[config.mk]
export PLATFORM = sky130hd
export DESIGN_NAME = npc_dist
export DESIGN_NICKNAME = d
export VERILOG_FILES = /design/src/design/npc_pkg.sv /design/src/design/npc_dist.sv
export SDC_FILE = /design/constraint.sdc
export NUM_CORES = 1
export LEC_CHECK = 0
export BUFFER_PORTS_ARGS = -buffer_cell sky130_fd_sc_hd__buf_4
export CORE_MARGIN = 2
export CORE_UTILIZATION = 60
export CTS_BUF_LIST = sky130_fd_sc_hd__clkbuf_16
export DETAILED_ROUTE_END_ITERATION = 7
export MAX_ROUTING_LAYER = met4
export PLACE_DENSITY = 0.79
export SETUP_SLACK_MARGIN = 0.05
export SLEW_MARGIN = 20
export SYNTH_ARGS = -nofsm -noshare
export SYNTH_HDL_FRONTEND = slang
export SYNTH_SLANG_ARGS = --single-unit
[constraint.sdc]
create_clock -name clk_i -period 10.58 [get_ports clk_i]
set_input_delay 1.058 -clock clk_i [delete_from_list [all_inputs] [get_ports clk_i]]
set_output_delay 1.058 -clock clk_i [all_outputs]
set_load 0.02 [all_outputs]
[src/design/npc_pkg.sv]
// Shared types and constants of the nearest palette color search.
package npc_pkg;

  localparam int unsigned IDX_W  = 8;
  localparam int unsigned COMP_W = 8;
  localparam int unsigned RGB_W  = 3 * COMP_W;
  localparam int unsigned SQ_W   = 2 * COMP_W;
  localparam int unsigned DIST_W = SQ_W + 2;

  // Above any real distance, so entry 0 always becomes the first best match.
  localparam logic [DIST_W-1:0] DIST_START = DIST_W'(256 * 256 + 256 * 256 + 256 * 256);

  typedef enum logic {
    CMD_WRITE  = 1'b0,
    CMD_LOOKUP = 1'b1
  } npc_cmd_e;

  typedef enum logic [1:0] {
    ST_IDLE,
    ST_SCAN,
    ST_WAIT,
    ST_DONE
  } npc_state_e;

  // Read issue towards the distance pipeline.
  typedef struct packed {
    logic             start;
    logic             valid;
    logic             last;
    logic [IDX_W-1:0] idx;
  } npc_rd_ctl_t;

  // Outcome of a finished scan.
  typedef struct packed {
    logic             done;
    logic [IDX_W-1:0] best_idx;
  } npc_status_t;

endpackage

[src/design/npc_dist.sv]
// Distance pipeline: squares per component, sum, and running minimum.
module npc_dist
  import npc_pkg::*;
(
  input  logic              clk_i,
  input  logic              rst_ni,
  input  npc_rd_ctl_t       ctl_i,
  input  logic [COMP_W-1:0] query_r_i,
  input  logic [COMP_W-1:0] query_g_i,
  input  logic [COMP_W-1:0] query_b_i,
  input  logic [RGB_W-1:0]  rdata_i,
  output npc_status_t       status_o
);

  // stage 1: read data arrives from the RAM
  logic             v1_q, last1_q;
  logic [IDX_W-1:0] idx1_q;
  // stage 2: squared differences
  logic             v2_q, last2_q;
  logic [IDX_W-1:0] idx2_q;
  logic [SQ_W-1:0]  sq_r_q, sq_g_q, sq_b_q;
  logic [SQ_W-1:0]  sq_r_d, sq_g_d, sq_b_d;
  // running minimum
  logic [DIST_W-1:0] best_dist_q, best_dist_d;
  logic [IDX_W-1:0]  best_idx_q, best_idx_d;
  logic              done_q;
  logic [DIST_W-1:0] cand_dist;

  function automatic logic [SQ_W-1:0] sq_diff(logic [COMP_W-1:0] a, logic [COMP_W-1:0] b);
    logic [COMP_W-1:0] d;
    d = (a > b) ? (a - b) : (b - a);
    return SQ_W'(d) * SQ_W'(d);
  endfunction

  assign sq_r_d = sq_diff(rdata_i[COMP_W-1:0], query_r_i);
  assign sq_g_d = sq_diff(rdata_i[2*COMP_W-1:COMP_W], query_g_i);
  assign sq_b_d = sq_diff(rdata_i[3*COMP_W-1:2*COMP_W], query_b_i);

  assign cand_dist = DIST_W'(sq_r_q) + DIST_W'(sq_g_q) + DIST_W'(sq_b_q);

  always_comb begin
    best_dist_d = best_dist_q;
    best_idx_d  = best_idx_q;
    if (ctl_i.start) begin
      best_dist_d = DIST_START;
      best_idx_d  = '0;
    end else if (v2_q && (cand_dist < best_dist_q)) begin
      // strict compare keeps the lowest index on a tie
      best_dist_d = cand_dist;
      best_idx_d  = idx2_q;
    end
  end

  always_ff @(posedge clk_i or negedge rst_ni) begin
    if (!rst_ni) begin
      v1_q    <= 1'b0;
      last1_q <= 1'b0;
      v2_q    <= 1'b0;
      last2_q <= 1'b0;
      done_q  <= 1'b0;
    end else begin
      v1_q    <= ctl_i.valid;
      last1_q <= ctl_i.valid & ctl_i.last;
      v2_q    <= v1_q;
      last2_q <= v1_q & last1_q;
      done_q  <= v2_q & last2_q;
    end
  end

  always_ff @(posedge clk_i) begin
    idx1_q      <= ctl_i.idx;
    idx2_q      <= idx1_q;
    sq_r_q      <= sq_r_d;
    sq_g_q      <= sq_g_d;
    sq_b_q      <= sq_b_d;
    best_dist_q <= best_dist_d;
    best_idx_q  <= best_idx_d;
  end

  assign status_o.done     = done_q;
  assign status_o.best_idx = best_idx_q;

endmodule
Yosys cells after proc, flatten, opt, wreduce, memory -nomap -nowiden. Cells that the tools add are included.

Flip-flop bits (word level): 95. Output and inout bits: 9.

Add/sub/neg operators: 8. Multipliers: 3. Magnitude comparators: 4. Multiplexer cells: 3. Bitwise operators: 3. Reduce and logical (&&, ||, !) cells: 1.

Operators by type and width (number): $mul A8 B8 Y16 (3); $sub A8 B8 Y8 (6); $gt A8 B8 Y1 (3); $mux W8 (3); $add A17 B16 Y18 (1); $lt A18 B18 Y1 (1); $add A16 B16 Y17 (1); $and A1 B1 Y1 (3); $logic_and A1 B1 Y1 (1).

Longest topological paths before layout.
Depth after elaboration: 4. Gate-level depth with buffers: 28.

Least setup slack after synthesis. Ideal clock, no wire load.

Kind: input -> register. Start: in rdata_i[16]. End: reg sq_b_q[15]. Setup time: 0.129 ns. Data arrival time: 6.755 ns. Data required time: 10.451 ns. Path slack: 3.695 ns. Stages: 26. Cells stage by stage: inv_1 > ha_1 > fa_1 > nor2b_1 > o21ai_0 > a211oi_1 > o31ai_1 > buf_2 > mux2i_1 > xnor2_1 > or2_2 > inv_1 > fa_1 > fa_1 > inv_1 > fa_1 > fa_1 > inv_1 > ha_1 > o21a_1 > o21ai_0 > a21oi_1 > nor2_1 > a21oi_1 > o41ai_1 > xnor2_1.

Word-level cells in the longest chain between the ends: 3. Elaborated cells between the ends (all ways): 5. Those cells by class: add/sub: 2; mul: 1; order compare: 1; mux: 1.

RTL lines: from (decl) (line npc_dist.sv:11) `input logic [RGB_W-1:0] rdata_i,`; $sub A8 B8 Y8 / $gt A8 B8 Y1 (equally long branches) (line npc_dist.sv:31) `d = (a > b) ? (a - b) : (b - a);`; $mux W8 * (line npc_dist.sv:31); $mul A8 B8 Y16 * (line npc_dist.sv:32) `return SQ_W'(d) * SQ_W'(d);`; via sq_b_d[15] (line npc_dist.sv:22) `logic [SQ_W-1:0] sq_r_d, sq_g_d, sq_b_d;`; to (signal assigned) (line npc_dist.sv:75) `sq_b_q <= sq_b_d;`; to (decl) (line npc_dist.sv:21) `logic [SQ_W-1:0] sq_r_q, sq_g_q, sq_b_q;`.

The timed path passes the listed nets; every way through them passes the cells marked *. A chain may end at the register's enable or synchronous reset.

Final worst setup path.
Start: in query_b_i[2]. End: reg sq_b_q[15].

Word-level cells in the longest chain between the ends: 3. Elaborated cells between the ends (all ways): 5. Those cells by class: add/sub: 2; mul: 1; order compare: 1; mux: 1.

RTL lines: from (decl) (line npc_dist.sv:10) `input logic [COMP_W-1:0] query_b_i,`; $sub A8 B8 Y8 / $gt A8 B8 Y1 (equally long branches) (line npc_dist.sv:31); $mux W8 * (line npc_dist.sv:31); $mul A8 B8 Y16 * (line npc_dist.sv:32); via sq_b_d[15] (line npc_dist.sv:22).

Marks and branches as above.

==> run_results.csv <==
group,metric,value,unit
synthesis,syn_area,10300,um^2
clocking,cts_made_buffers,9,
finish,fillers,1386,
setup_path,worstReg2RegStart,"sq_r_q[4]$_DFF_P_",
setup_path,cp-startpoint,"query_b_i[2]",
placement,routabilityCongestion,0.909,
setup_path,cp-endpoint,"sq_b_q[15]$_DFF_P_",
global_routing,grt.overflow.total,0,
synthesis,synth_top_family_by_area,"adder cells",
synthesis,avgSynthCellArea,8.77,um^2
synthesis,yosysWarnings,0,
setup_path,r2r_slack,5.90,ns
setup_path,cp-start-kind,"primary input",
synthesis,postSynthCellCount,1178,
synthesis,ys_top_cells_by_count,"inv_1, ha_1, nor2_1",
synthesis,synthTopCellsByArea,"ha_1, fa_1, dfxtp_1, inv_1, nor2_1",
finish,final_cell_area,11400,um^2
timing,slew_headroom,35.5,%
timing,rsz0062_at_grt,"false",
synthesis,seq_area_frac_synth,18.1,%
floorplanning,design.portCount,70,
global_routing,grt_usage,23.0,%
global_routing,grtUsageMet1,29.4,%
setup_path,path_buf_inv,6,
floorplanning,fp.dieW,135,um
clocking,cts_root_buf,"clkbuf_16",
floorplanning,start_util,61.9,%
setup_path,cp_max_fo,10,
detailed_routing,drt-total-wl,19200,um
hold_path,min_path_type,"flip-flop to flip-flop",
synthesis,synth_most_common_cell,"inv_1",
outcome,status,"finished, final reports clean",
finish,syn_to_final_growth,10.2,%
timing,setup_violations,0,
global_routing,grt_use_met3,2.51,%
clocking,cts-htree-levels,3,
finish,num_antenna_cells,0,
setup_path,rr_endpoint,"best_dist_q[17]$_SDFFE_PP1P_",
synthesis,synth-compound-area-share,12.2,%
clocking,cts.clk_slew.worst_paths,0.07,ns
setup_path,slowest_stage,"xnor2_1",
synthesis,synth_edf_count,0,
synthesis,postSynth.asyncResetShare,5.43,%
hold_path,min_path_cells,0,
finish,drive_gt1_share,9.12,%
run,maxCapViolCount,0,
synthesis,ys_ff_latch,92,
setup_path,worstPathRequired,10.79,ns
finish,final_nets,1571,
global_routing,grt-busiest-layer,"met2",
timing,skew,0.0141,ns
synthesis,synth_top_area_share,20.3,%
timing,min_period,7.54,ns
setup_path,max_stage_delay,0.70,ns
detailed_routing,vias_per_cell,5.26,
detailed_routing,vias,7731,
setup_path,worst-path-stages,26,
clocking,cts_tree,"yes",
timing,min_period_over_period,71.2,%
detailed_routing,first_iter_violations,342,
setup_path,cpLargestDelayFamily,"adder cells",
clocking,cts_hold_buf,0,
clocking,cts_buffer_depth,2,
global_routing,met2_usage,40.0,%
placement,dp_hpwl,15900,um
timing,timing.final.hold_violations,0,
clocking,clk_latency,0.34,ns
clocking,post_cts_buffers,0,
synthesis,synthSimpleGateAreaFrac,12.0,%
global_routing,grt_pass1_vias,7735,
global_routing,grt_pass1_wl,33900,um
timing,fmax,133,MHz
clocking,numClockSinks,92,
detailed_routing,drc_errors,0,
synthesis,synth_xor_xnor_area_share,7.00,%
synthesis,synth_ff_type,"dfxtp_1",
timing,fin_tns_setup,0,ns
setup_path,worstSetupPathType,"primary input to flip-flop",
synthesis,synth_largest_area_cell,"ha_1",
placement,numPortBuffers,69,
detailed_routing,first_pass_iters,5,
timing,worst_pin_slew,0.940,ns
floorplanning,core,16700,um^2
detailed_routing,wl_per_cell,13.0,um
floorplanning,num_rows,47,
setup_path,worst-endpoint-arrival,7.75,ns
setup_path,endpoint_kind,"flip-flop",
floorplanning,dieArea,18300,um^2
placement,placed_cell_area,11100,um^2
synthesis,synth.area.mux_share,2.63,%
synthesis,synthAdderAreaFrac,39.1,%
global_routing,grt_max_degree,33,
detailed_routing,drtAntennaViolNets,0,
synthesis,ys_types,60,
floorplanning,die_y,135,um
clocking,cts-resized-gates,0,
timing,finalMaxSlewViolations,0,
setup_path,reg2regPathDepth,14,
global_routing,antenna_found_initial,0,
==> registers in the layout, indices dropped and copies added (netlist names) <==
name,flops
sq_b_q,15
sq_r_q,15
done_q,1
v1_q,1
v2_q,1
best_idx_q,8
best_dist_q,18
idx1_q,8
sq_g_q,15
last1_q,1
last2_q,1
idx2_q,8
==> cell usage in the layout (no fill, tap or decap), types with 7 or more instances in the layout <==
| cell | instances |
|---|---|
| nand3_1 | 12 |
| clkbuf_16 | 9 |
| inv_1 | 226 |
| a21o_1 | 27 |
| nand2b_1 | 11 |
| o21ai_0 | 29 |
| dfxtp_1 | 87 |
| xnor2_1 | 54 |
| and3_1 | 7 |
| nand2_1 | 35 |
| a211oi_1 | 12 |
| nor2_1 | 141 |
| fa_1 | 97 |
| a21oi_1 | 80 |
| xor2_1 | 23 |
| ha_1 | 168 |
| mux2i_1 | 26 |
| nor3_1 | 13 |
| nor2b_1 | 13 |
| or2_2 | 14 |
| buf_4 | 72 |
| and2_1 | 10 |
==> kinds of logic (layout without fill, tap and decap cells) <==
family	after synthesis	count (layout)
other	2	3
XOR/XNOR	80	80
flip-flops	92	92
multiplexers	27	27
adder cells (fa/ha/maj)	265	265
buffers and inverters	242	313
AO/OA/AOI/OAI	199	199
AND/OR/NAND/NOR	271	271
==> through the flow <==
step                      setup WS (ns)  hold WS, ns  utilization [%]  std cells
final                              3.04        0.321             68.2       1470
after global routing               2.54        0.338             68.2       1470
after CTS                          3.11        0.323             68.2       1470
after detailed placement           2.78        0.312             66.4       1454
after global placement             2.95        0.311             66.4       1454
after floorplan                    3.70        0.310                -       1179
==> routing by layer <==
layer,wire (um),vias to the layer above
met1,8950,3643
met3,499,26
met2,9380,130
met5,0,-
li1,-,3932
met4,337,0
==> worst min path at each step <==
stage                       from  slack, ns           endpoint
3_5_place_dp   idx1_q[4]$_DFF_P_       0.31  idx2_q[4]$_DFF_P_
5_1_grt        idx1_q[7]$_DFF_P_       0.34  idx2_q[7]$_DFF_P_
6_report       idx1_q[2]$_DFF_P_       0.32  idx2_q[2]$_DFF_P_
3_3_place_gp   idx1_q[6]$_DFF_P_       0.31  idx2_q[6]$_DFF_P_
2_1_floorplan  idx1_q[0]$_DFF_P_       0.31  idx2_q[0]$_DFF_P_
4_1_cts        idx1_q[2]$_DFF_P_       0.32  idx2_q[2]$_DFF_P_
==> final cells by class <==
| class | instances | area (um^2) | share of cell area [%] |
|---|---|---|---|
| Sequential cell | 92 | 1870 | 16.4 |
| Clock inverter | 7 | 68.8 | 0.605 |
| Timing Repair Buffer | 72 | 541 | 4.75 |
| Clock buffer | 9 | 225 | 1.98 |
| Multi-Input combinational cell | 845 | 7560 | 66.4 |
| Tap cell | 220 | 275 | 2.42 |
| Inverter | 225 | 845 | 7.42 |
Power is left out: the tool's default activity adds up to more than one toggle a clock period on the data nets, which glitch-free logic cannot reach.
